**src/design/presence_detector_with_baseline_defines.svh**
```systemverilog
`ifndef PRESENCE_DETECTOR_WITH_BASELINE_DEFINES_SVH
`define PRESENCE_DETECTOR_WITH_BASELINE_DEFINES_SVH

// same-cycle implication, sampled on clk, off during reset
`define PDB_ASSERT_SAME(label, ante, cons) \
  label: assert property (@(posedge clk) disable iff (!rst_n) (ante) |-> (cons)) \
    else $error("pdb assertion failed");

// next-cycle implication, sampled on clk, off during reset
`define PDB_ASSERT_NEXT(label, ante, cons) \
  label: assert property (@(posedge clk) disable iff (!rst_n) (ante) |=> (cons)) \
    else $error("pdb assertion failed");

`endif

```
**src/design/pdb_pkg.sv**
```systemverilog
`timescale 1ns / 1ps
`default_nettype none

package pdb_pkg;

  localparam int DIST_W = 16;
  localparam int TOL_W  = 16;
  localparam int XCHK_W = 8;
  localparam int IR_W   = 4;
  localparam int OP_W   = 2;
  localparam int EV_W   = 3;
  localparam int APB_DW = 32;
  localparam int APB_AW = 3;

  localparam logic [OP_W-1:0] OP_CHECK     = 2'd0;
  localparam logic [OP_W-1:0] OP_CAL_EMPTY = 2'd1;
  localparam logic [OP_W-1:0] OP_CAL_LAST  = 2'd2;
  localparam logic [OP_W-1:0] OP_RESERVED  = 2'd3;

  localparam logic [EV_W-1:0] EV_NONE        = 3'd0;
  localparam logic [EV_W-1:0] EV_CONFIRMING  = 3'd1;
  localparam logic [EV_W-1:0] EV_NEW         = 3'd2;
  localparam logic [EV_W-1:0] EV_REMOVED     = 3'd3;
  localparam logic [EV_W-1:0] EV_LINK_FAIL   = 3'd4;
  localparam logic [EV_W-1:0] EV_REJECTED    = 3'd5;
  localparam logic [EV_W-1:0] EV_CALIBRATING = 3'd6;
  localparam logic [EV_W-1:0] EV_CALIBRATED  = 3'd7;

  localparam logic TGT_EMPTY = 1'b0;
  localparam logic TGT_LAST  = 1'b1;

  // register select is paddr[2]
  localparam logic REG_TOLERANCE    = 1'b0;
  localparam logic REG_EXTRA_CHECKS = 1'b1;

  localparam logic [TOL_W-1:0]  TOLERANCE_RST    = 16'd32;
  localparam logic [XCHK_W-1:0] EXTRA_CHECKS_RST = 8'd2;

  typedef struct packed {
    logic [OP_W-1:0]   operation;
    logic [DIST_W-1:0] dist_a;
    logic [DIST_W-1:0] dist_b;
    logic [DIST_W-1:0] dist_c;
    logic [IR_W-1:0]   ir_hits;
    logic              link_ok;
  } pdb_item_t;

  typedef struct packed {
    logic [EV_W-1:0] event_res;
    logic            box_empty;
  } pdb_result_t;

  typedef struct packed {
    logic [TOL_W-1:0]  tolerance;
    logic [XCHK_W-1:0] extra_checks;
  } pdb_cfg_t;

endpackage

`default_nettype wire

```
**src/design/pdb_in_if.sv**
```systemverilog
`timescale 1ns / 1ps
`default_nettype none

interface pdb_in_if;
  import pdb_pkg::*;

  logic              valid;
  logic              ready;
  logic [OP_W-1:0]   operation;
  logic [DIST_W-1:0] dist_a;
  logic [DIST_W-1:0] dist_b;
  logic [DIST_W-1:0] dist_c;
  logic [IR_W-1:0]   ir_hits;
  logic              link_ok;

  modport source (
    output valid, operation, dist_a, dist_b, dist_c, ir_hits, link_ok,
    input  ready
  );

  modport sink (
    input  valid, operation, dist_a, dist_b, dist_c, ir_hits, link_ok,
    output ready
  );
endinterface

`default_nettype wire

```
**src/design/pdb_out_if.sv**
```systemverilog
`timescale 1ns / 1ps
`default_nettype none

interface pdb_out_if;
  import pdb_pkg::*;

  logic            valid;
  logic            ready;
  logic [EV_W-1:0] event_res;
  logic            box_empty;

  modport source (
    output valid, event_res, box_empty,
    input  ready
  );

  modport sink (
    input  valid, event_res, box_empty,
    output ready
  );
endinterface

`default_nettype wire

```
**src/design/presence_detector_with_baseline.sv**
```systemverilog
`timescale 1ns / 1ps
`default_nettype none
`include "presence_detector_with_baseline_defines.svh"

// Mailbox presence detector: one beat in (operation, three distances, infrared
// hits, link flag) gives one beat out (event code, empty flag). The block takes
// one beat per clock unless a stalled sink backs up both registers. Each beat
// passes an input register, one pass of compare, confirm and
// calibration-average logic that also updates the detector state, and a
// result register that offers the result to the sink; while the sink stalls,
// the beat waits in the input register. A full result register with a stalled
// sink still lets one more beat enter the input register. Calibration averages
// 2**SAMPLE_LOG2 samples (0..6). Registers over APB: tolerance at 0x0,
// extra_checks at 0x4; write them only while the block is idle.
module presence_detector_with_baseline #(
  parameter int SAMPLE_LOG2 = 3
) (
  input  wire logic                          clk,
  input  wire logic                          rst_n,
  pdb_in_if.sink                             in_ch,
  pdb_out_if.source                          out_ch,
  input  wire logic                          psel,
  input  wire logic                          penable,
  input  wire logic                          pwrite,
  input  wire logic [pdb_pkg::APB_AW-1:0]    paddr,
  input  wire logic [pdb_pkg::APB_DW-1:0]    pwdata,
  output logic      [pdb_pkg::APB_DW-1:0]    prdata,
  output logic                               pready
);
  import pdb_pkg::*;

  pdb_cfg_t    cfg_r;
  pdb_item_t   item_r;
  logic        s1_valid_r;
  pdb_result_t out_res_r;
  logic        out_valid_r;
  pdb_result_t core_res;
  logic        s1_adv;
  logic        cfg_wr;

  assign pready = 1'b1;
  assign cfg_wr = psel && penable && pwrite;

  always_ff @(posedge clk) begin
    if (!rst_n) begin
      cfg_r.tolerance    <= TOLERANCE_RST;
      cfg_r.extra_checks <= EXTRA_CHECKS_RST;
    end else if (cfg_wr) begin
      unique case (paddr[2])
        REG_TOLERANCE:    cfg_r.tolerance    <= pwdata[TOL_W-1:0];
        REG_EXTRA_CHECKS: cfg_r.extra_checks <= pwdata[XCHK_W-1:0];
        default:          cfg_r              <= cfg_r;
      endcase
    end
  end

  always_comb begin
    unique case (paddr[2])
      REG_TOLERANCE:    prdata = APB_DW'(cfg_r.tolerance);
      REG_EXTRA_CHECKS: prdata = APB_DW'(cfg_r.extra_checks);
      default:          prdata = '0;
    endcase
  end

  assign s1_adv      = s1_valid_r && (!out_valid_r || out_ch.ready);
  assign in_ch.ready = !s1_valid_r || s1_adv;

  // input stage
  always_ff @(posedge clk) begin
    if (!rst_n) begin
      s1_valid_r <= 1'b0;
    end else if (in_ch.ready) begin
      s1_valid_r <= in_ch.valid;
    end
  end

  always_ff @(posedge clk) begin
    if (in_ch.valid && in_ch.ready) begin
      item_r.operation <= in_ch.operation;
      item_r.dist_a    <= in_ch.dist_a;
      item_r.dist_b    <= in_ch.dist_b;
      item_r.dist_c    <= in_ch.dist_c;
      item_r.ir_hits   <= in_ch.ir_hits;
      item_r.link_ok   <= in_ch.link_ok;
    end
  end

  pdb_core #(
    .SAMPLE_LOG2 (SAMPLE_LOG2)
  ) u_core (
    .clk   (clk),
    .rst_n (rst_n),
    .adv   (s1_adv),
    .item  (item_r),
    .cfg   (cfg_r),
    .res   (core_res)
  );

  // result stage
  always_ff @(posedge clk) begin
    if (!rst_n) begin
      out_valid_r <= 1'b0;
    end else if (s1_adv) begin
      out_valid_r <= 1'b1;
    end else if (out_ch.ready) begin
      out_valid_r <= 1'b0;
    end
  end

  always_ff @(posedge clk) begin
    if (s1_adv) begin
      out_res_r <= core_res;
    end
  end

  assign out_ch.valid     = out_valid_r;
  assign out_ch.event_res = out_res_r.event_res;
  assign out_ch.box_empty = out_res_r.box_empty;

  `PDB_ASSERT_SAME(a_no_overrun, out_valid_r && !out_ch.ready && s1_valid_r, !in_ch.ready)
  `PDB_ASSERT_NEXT(a_stage_fill, in_ch.valid && in_ch.ready, s1_valid_r)
  `PDB_ASSERT_SAME(a_removed_empty, out_valid_r && out_res_r.event_res == EV_REMOVED, out_res_r.box_empty)
  `PDB_ASSERT_SAME(a_new_full, out_valid_r && out_res_r.event_res == EV_NEW, !out_res_r.box_empty)

endmodule

`default_nettype wire

```
**src/design/pdb_core.sv**
```systemverilog
`timescale 1ns / 1ps
`default_nettype none

module pdb_core #(
  parameter int SAMPLE_LOG2 = 3
) (
  input  wire logic                 clk,
  input  wire logic                 rst_n,
  input  wire logic                 adv,
  input  wire pdb_pkg::pdb_item_t   item,
  input  wire pdb_pkg::pdb_cfg_t    cfg,
  output pdb_pkg::pdb_result_t      res
);
  import pdb_pkg::*;

  localparam int SUM_W = DIST_W + SAMPLE_LOG2;
  localparam int CNT_W = SAMPLE_LOG2 + 1;
  localparam logic [CNT_W-1:0] CAL_LAST = CNT_W'((1 << SAMPLE_LOG2) - 1);

  logic              box_empty_r, box_empty_nxt;
  logic [DIST_W-1:0] empty_base_r [3];
  logic [DIST_W-1:0] empty_base_nxt [3];
  logic [DIST_W-1:0] last_base_r [3];
  logic [DIST_W-1:0] last_base_nxt [3];
  logic [SUM_W-1:0]  cal_sum_r [3];
  logic [SUM_W-1:0]  cal_sum_nxt [3];
  logic [SUM_W-1:0]  sum_new [3];
  logic [CNT_W-1:0]  cal_count_r, cal_count_nxt;
  logic [CNT_W-1:0]  cnt_base;
  logic              cal_target_r, cal_target_nxt;
  logic [XCHK_W-1:0] confirm_r, confirm_nxt;
  logic [DIST_W-1:0] dist_v [3];
  logic              below_empty, below_last;
  logic              ir_any;
  logic              conf_more;
  logic              tgt;
  logic              restart;
  logic [EV_W-1:0]   ev;

  function automatic logic dist_below(input logic [DIST_W-1:0] dv,
                                      input logic [TOL_W-1:0]  tol,
                                      input logic [DIST_W-1:0] base);
    logic [DIST_W:0] s;
    s = {1'b0, dv} + {1'b0, tol};
    return s < {1'b0, base};
  endfunction

  assign dist_v[0] = item.dist_a;
  assign dist_v[1] = item.dist_b;
  assign dist_v[2] = item.dist_c;
  assign ir_any  = |item.ir_hits;
  assign conf_more = confirm_r < cfg.extra_checks;
  assign tgt     = (item.operation == OP_CAL_EMPTY) ? TGT_EMPTY : TGT_LAST;
  assign restart = (cal_count_r != '0) && (cal_target_r != tgt);
  assign cnt_base = restart ? '0 : cal_count_r;

  always_comb begin
    below_empty = 1'b0;
    below_last  = 1'b0;
    for (int i = 0; i < 3; i++) begin
      below_empty = below_empty | dist_below(dist_v[i], cfg.tolerance, empty_base_r[i]);
      below_last  = below_last  | dist_below(dist_v[i], cfg.tolerance, last_base_r[i]);
      sum_new[i]  = (restart ? '0 : cal_sum_r[i]) + SUM_W'(dist_v[i]);
    end
  end

  always_comb begin
    box_empty_nxt  = box_empty_r;
    empty_base_nxt = empty_base_r;
    last_base_nxt  = last_base_r;
    cal_sum_nxt    = cal_sum_r;
    cal_count_nxt  = cal_count_r;
    cal_target_nxt = cal_target_r;
    confirm_nxt    = confirm_r;
    ev             = EV_NONE;
    unique case (item.operation) inside
      OP_CHECK: begin
        for (int i = 0; i < 3; i++) cal_sum_nxt[i] = '0;
        cal_count_nxt = '0;
        if (box_empty_r) begin
          if (below_empty || ir_any) begin
            if (conf_more) begin
              confirm_nxt = confirm_r + XCHK_W'(1);
              ev          = EV_CONFIRMING;
            end else begin
              confirm_nxt = '0;
              if (item.link_ok) begin
                box_empty_nxt = 1'b0;
                ev            = EV_NEW;
              end else begin
                ev = EV_LINK_FAIL;
              end
            end
          end else begin
            confirm_nxt = '0;
          end
        end else if (!ir_any && !below_empty) begin
          confirm_nxt = '0;
          if (item.link_ok) begin
            box_empty_nxt = 1'b1;
            ev            = EV_REMOVED;
          end else begin
            ev = EV_LINK_FAIL;
          end
        end else if (below_last) begin
          if (conf_more) begin
            confirm_nxt = confirm_r + XCHK_W'(1);
            ev          = EV_CONFIRMING;
          end else begin
            confirm_nxt = '0;
            ev          = item.link_ok ? EV_NEW : EV_LINK_FAIL;
          end
        end else begin
          confirm_nxt = '0;
        end
      end
      OP_CAL_EMPTY, OP_CAL_LAST: begin
        confirm_nxt    = '0;
        cal_target_nxt = tgt;
        if (cnt_base == CAL_LAST) begin
          for (int i = 0; i < 3; i++) begin
            if (tgt == TGT_EMPTY) empty_base_nxt[i] = sum_new[i][SUM_W-1 -: DIST_W];
            else last_base_nxt[i] = sum_new[i][SUM_W-1 -: DIST_W];
            cal_sum_nxt[i] = '0;
          end
          if (tgt == TGT_EMPTY) box_empty_nxt = 1'b1;
          cal_count_nxt = '0;
          ev            = EV_CALIBRATED;
        end else begin
          cal_sum_nxt   = sum_new;
          cal_count_nxt = cnt_base + CNT_W'(1);
          ev            = EV_CALIBRATING;
        end
      end
      default: begin
        ev = EV_REJECTED;
      end
    endcase
  end

  assign res.event_res = ev;
  assign res.box_empty = box_empty_nxt;

  always_ff @(posedge clk) begin
    if (!rst_n) begin
      box_empty_r  <= 1'b1;
      cal_count_r  <= '0;
      cal_target_r <= TGT_EMPTY;
      confirm_r    <= '0;
      for (int i = 0; i < 3; i++) begin
        empty_base_r[i] <= '0;
        last_base_r[i]  <= '0;
        cal_sum_r[i]    <= '0;
      end
    end else if (adv) begin
      box_empty_r  <= box_empty_nxt;
      cal_count_r  <= cal_count_nxt;
      cal_target_r <= cal_target_nxt;
      confirm_r    <= confirm_nxt;
      empty_base_r <= empty_base_nxt;
      last_base_r  <= last_base_nxt;
      cal_sum_r    <= cal_sum_nxt;
    end
  end

endmodule

`default_nettype wire

```
**src/flat_wrapper.sv**
```systemverilog
// flat-port wrapper written by rule: the top's interface ports become plain ports
module presence_detector_with_baseline_flat import pdb_pkg::*;
#(
  parameter int SAMPLE_LOG2 = 3
)
  (clk, rst_n, psel, penable, pwrite, paddr, pwdata, prdata, pready, in_ch_valid, in_ch_operation, in_ch_dist_a, in_ch_dist_b, in_ch_dist_c, in_ch_ir_hits, in_ch_link_ok, in_ch_ready, out_ch_valid, out_ch_event_res, out_ch_box_empty, out_ch_ready);
  pdb_in_if in_ch_i ();
  pdb_out_if out_ch_i ();
  input  wire logic clk;
  input  wire logic rst_n;
  input  wire logic psel;
  input  wire logic penable;
  input  wire logic pwrite;
  input  wire logic [pdb_pkg::APB_AW-1:0] paddr;
  input  wire logic [pdb_pkg::APB_DW-1:0] pwdata;
  output logic      [pdb_pkg::APB_DW-1:0] prdata;
  output logic pready;
  input wire logic [$bits(in_ch_i.valid)-1:0] in_ch_valid;
  input wire logic [$bits(in_ch_i.operation)-1:0] in_ch_operation;
  input wire logic [$bits(in_ch_i.dist_a)-1:0] in_ch_dist_a;
  input wire logic [$bits(in_ch_i.dist_b)-1:0] in_ch_dist_b;
  input wire logic [$bits(in_ch_i.dist_c)-1:0] in_ch_dist_c;
  input wire logic [$bits(in_ch_i.ir_hits)-1:0] in_ch_ir_hits;
  input wire logic [$bits(in_ch_i.link_ok)-1:0] in_ch_link_ok;
  output wire logic [$bits(in_ch_i.ready)-1:0] in_ch_ready;
  output wire logic [$bits(out_ch_i.valid)-1:0] out_ch_valid;
  output wire logic [$bits(out_ch_i.event_res)-1:0] out_ch_event_res;
  output wire logic [$bits(out_ch_i.box_empty)-1:0] out_ch_box_empty;
  input wire logic [$bits(out_ch_i.ready)-1:0] out_ch_ready;
  assign in_ch_i.valid = in_ch_valid;
  assign in_ch_i.operation = in_ch_operation;
  assign in_ch_i.dist_a = in_ch_dist_a;
  assign in_ch_i.dist_b = in_ch_dist_b;
  assign in_ch_i.dist_c = in_ch_dist_c;
  assign in_ch_i.ir_hits = in_ch_ir_hits;
  assign in_ch_i.link_ok = in_ch_link_ok;
  assign in_ch_ready = in_ch_i.ready;
  assign out_ch_valid = out_ch_i.valid;
  assign out_ch_event_res = out_ch_i.event_res;
  assign out_ch_box_empty = out_ch_i.box_empty;
  assign out_ch_i.ready = out_ch_ready;
  presence_detector_with_baseline #(.SAMPLE_LOG2(SAMPLE_LOG2)) u_core (.clk(clk), .rst_n(rst_n), .in_ch(in_ch_i), .out_ch(out_ch_i), .psel(psel), .penable(penable), .pwrite(pwrite), .paddr(paddr), .pwdata(pwdata), .prdata(prdata), .pready(pready));
endmodule
```
**config.mk**
```make
export PLATFORM = sky130hd
export DESIGN_NAME = presence_detector_with_baseline_flat
export DESIGN_NICKNAME = d
export VERILOG_FILES = /design/src/design/pdb_pkg.sv /design/src/design/pdb_in_if.sv /design/src/design/pdb_out_if.sv /design/src/design/presence_detector_with_baseline.sv /design/src/design/pdb_core.sv /design/src/flat_wrapper.sv
export VERILOG_INCLUDE_DIRS = /design/src /design/src/design
export SDC_FILE = /design/constraint.sdc
export NUM_CORES = 1
export LEC_CHECK = 0
export BUFFER_PORTS_ARGS = -buffer_cell sky130_fd_sc_hd__buf_4
export CORE_MARGIN = 8
export CORE_UTILIZATION = 45
export DETAILED_ROUTE_END_ITERATION = 16
export PLACE_DENSITY_LB_ADDON = 0.2
export SLEW_MARGIN = 15
export SYNTH_ARGS = -nofsm -noshare
export SYNTH_HDL_FRONTEND = slang
export SYNTH_SLANG_ARGS = --single-unit
export TNS_END_PERCENT = 50
```
**constraint.sdc**
```tcl
create_clock -name clk -period 10.6 [get_ports clk]
set_input_delay 2.12 -clock clk [delete_from_list [all_inputs] [get_ports clk]]
set_output_delay 2.12 -clock clk [all_outputs]
set_load 0.005 [all_outputs]
```
==> summary.md <==
| Metric | Value |
|---|---|
| Status | finished clean |
| Via count | 13300 |
| Post-synth EDFFs | 59 |
| RSZ-0062 raised after global routing | no |
| Commonest non-fill, non-tap cell in the layout | nand2_1 |
| Detailed-route wire length per cell | 17.8 microns |
| Area leader, netlist | dfxtp_1 |
| XOR/XNOR share of the synthesized area | 0.0497 |
| Compound-Gate Fraction of Synth Area | 0.195 |
| Number of global-route vias before repair | 13200 |
| Layout cell share with drive strength beyond 1 | 0.0958 |
| Setup TNS | 0 ns |
| Worst path cell trace | inv_1 > fa_1 > nand2b_1 > a211oi_1 > o211ai_1 > a21boi_1 > o21ai_0 > nand2b_1 > a21o_1 > a21oi_1 > xnor2_1 > ha_1 > a211o_1 > nor3_1 > a21oi_1 > a31o_1 > a41oi_2 > nand4_1 > a31oi_1 |
| Crit path DAT | 6.10 ns |
| Startpoint types | flop |
| DRC viols | 0 |
| Multiplexer share of the synthesized area | 0.00497 |
| Die area | 41500 sq um |
| Hold Path Class | reg2reg |
| Synth Area in Simple Gates | 0.177 |
| Clock Skews | 0.0320 ns |
| Hold_sp | u_core.u_core.cal_sum_r[53] |
| CP Data Required Time | 11.03 ns |
| Core area | 34600 sq um |
| Slowest Stage Delay on Critical Path | 0.61 ns |
| Antenna-violating nets left | 0 |
| Mapped Area | 15900 sq um |
| P&R area growth vs syn | 13.4% |
| Cells after Synth | 1863 |
| # clock sinks | 252 |
| Final setup fails | 0 |
| Initial Utilization | 0.458 |
| Die span in y | 204 microns |
| 1st-iter DRT viols | 803 |
| Critical R2R Launch | u_core.cfg_r[9] |
| CP Capture Type | flop |
| CTS buffer count | 30 |
| Syn. warnings | 0 |
| Worst slew pin tran | 1.11 ns |
| CP Class | reg2reg |
| Ys flop type | dfxtp_1 |
| Final hold viol count | 0 |
| CTS tree | done |
| CTS resizes | 0 |
| Most frequent cells in the layout | 260 x nand2_1, 198 x ha_1, 196 x a21oi_1 |
| # rows | 68 |
| Worst slew margin | 0.258 |
| CTS root buf | clkbuf_16 |
| Synth area leaders | dfxtp_1 24%, ha_1 16%, edfxtp_1 11% |
| Min Clock Period, post-route | 5.67 ns |
| Pin count of the biggest net entering global routing | 84 |
| Period utilisation layout | 0.535 |
| Max IR drop VDD | 0.000127 V |
| Max clock buf depth | 3 |
| DR vias/cell | 5.51 |
| Syn avg cell area | 8.52 sq um |
| Register clock-pin slew on the reported worst setup and hold paths | 0.06 ns |
| Htree depth | 1 |
| PwrDens | 136 nW/um^2 |
| Worst reg2reg path depth | 19 |
| Die Wd | 204 microns |
| Initial antenna violation count | 0 |
| Fraction of registers with async set or reset after synthesis | 0 |
| Gr ovfl total | 0 |
| I/O pins | 136 |
| Largest family of logic cells by synthesized area | compound AO/OA/AOI/OAI gates |
| FMAX | 176 MHz |
| DPL Wire Length | 30800 microns |
| CTS Hold Buffers Added | 0 |
| Distinct cell type count after synthesis | 75 |
| Antenna fix cells | 0 |
| Clock latency on the worst-skew pair | 0.59 ns |
| Final wirelength | 43100 microns |
| Global-route wire length before repair | 69100 microns |
| Hold Path Cell Cnt | 2 |
| Worst setup path startpoint | u_core.cfg_r[9] |
| Drt pass-1 iters | 5 |
| Share of the synthesized area in the top cell type | 0.243 |
| Number of max-cap violations | 0 |
| Synth Area in Adders | 0.164 |
| # Post-CTS Setup Buffers | 0 |
| Sequential share of the synthesized area | 0.355 |
| GRT Total Usage | 0.205 |
| Critical Path Slowest Stage Cell | dfxtp_1 |
| Crit-path max FO | 12 |
| Fin nets | 2239 |
| Port Buffer Count | 100 |
| Power Total | 2.45 mW |
| Leakage | 7.20 nW |
| Routability-driven placement congestion ratio | 0.875 |
| Max Slew Vio Count | 0 |
| Number of synthesized register bits | 252 |
path summary, 6_finish.rpt:
| kind | end | slack [ns] |
|---|---|---|
| worst max-delay path | u_core.out_ch.event_res[1] | 4.93 |
| worst min-delay path | u_core.u_core.cal_sum_r[53] | 0.45 |
| worst max register to register | u_core.out_ch.event_res[1] | 4.93 |
| worst min register to register | u_core.u_core.cal_sum_r[53] | 0.45 |
state kept, by name, summed over array words and instances (netlist names):
name,count
u_core.u_core.cal_sum_r,57
u_core.item_r,55
u_core.u_core.empty_base_r,48
u_core.u_core.last_base_r,48
u_core.cfg_r,24
u_core.u_core.confirm_r,8
u_core.u_core.cal_count_r,4
u_core.out_ch.event_res,3
u_core.out_ch.box_empty,1
u_core.out_ch.valid,1
u_core.s1_valid_r,1
u_core.u_core.box_empty_r,1
u_core.u_core.cal_target_r,1
kinds of logic (layout without fill, tap and decap cells):
| kind of cell | count (synthesis) | in the layout |
|---|---|---|
| flops | 252 | 252 |
| buf+inv | 213 | 297 |
| xor+xnor | 90 | 90 |
| fa+ha+maj | 204 | 204 |
| mux | 7 | 7 |
| compound gates | 495 | 495 |
| other cells | 2 | 17 |
| simple gates | 600 | 600 |
synthesized netlist by cell type, drive strengths merged (10+ instances only):
master	instances
a211oi	19
a21o	35
a21oi	197
a22oi	42
a31oi	14
and2	57
and3	10
buf	19
clkbuf	63
dfxtp	193
edfxtp	59
ha	198
inv	131
nand2	260
nand2b	23
nand3	47
nand4	11
nor2	109
nor2b	23
nor3	18
o21a	18
o21ai	94
xnor2	62
xor2	28
through the flow:
stage | std cells | setup slack (ns) | hold slack, ns | cell area (sq um) | util
detailed placement | 2361 | 4.98 | 0.442 | 17000 | 0.490
finish | 2417 | 4.93 | 0.449 | 18000 | 0.520
global route | 2417 | 4.48 | 0.465 | 18000 | 0.520
global placement | 2361 | 4.98 | 0.433 | 17000 | 0.490
CTS | 2417 | 4.93 | 0.450 | 18000 | 0.520
floorplan | 1878 | 5.61 | 0.423 | 15900 | -
worst max-delay path, delay by kind of cell (launching register included):
| kind | cells | cell delay (ns) |
|---|---|---|
| AOI/OAI and AO/OA | 11 | 2.56 |
| xor gates and xnor gates | 1 | 0.28 |
| and+or+nand+nor | 4 | 0.81 |
| buffers and inverters | 1 | 0.39 |
| DFF | 1 | 0.61 |
| adders and majority gates | 2 | 0.84 |
report_power, final:
| group | leakage (nW) | switching [mW] | internal [mW] |
|---|---|---|---|
| logic | 4.57 | 0.203 | 0.148 |
| registers | 2.13 | 0.0230 | 1.01 |
| clock network | 0.496 | 0.422 | 0.646 |
| total | 7.20 | 0.648 | 1.80 |
metal layers:
layer / GRT usage / routed length (microns) / vias up
met2: 0.341 / 20000 / 301
met1: 0.262 / 19200 / 6266
met3: 0.0332 / 2160 / 80
li1: - / - / 6677
met4: 0.0818 / 1810 / 0
met5: 0 / 0 / -
cell type report:
cell class / instances / area (sq um)
well taps: 455 / 569
clock buffers: 40 / 828
fillers: 3237 / 16600
inverters: 131 / 494
repair buffers: 110 / 826
clock inverters: 16 / 204
flip-flops and latches: 252 / 5640
multi-input cells: 1413 / 9440
No activity file was read; power rests on OpenSTA's default activity.
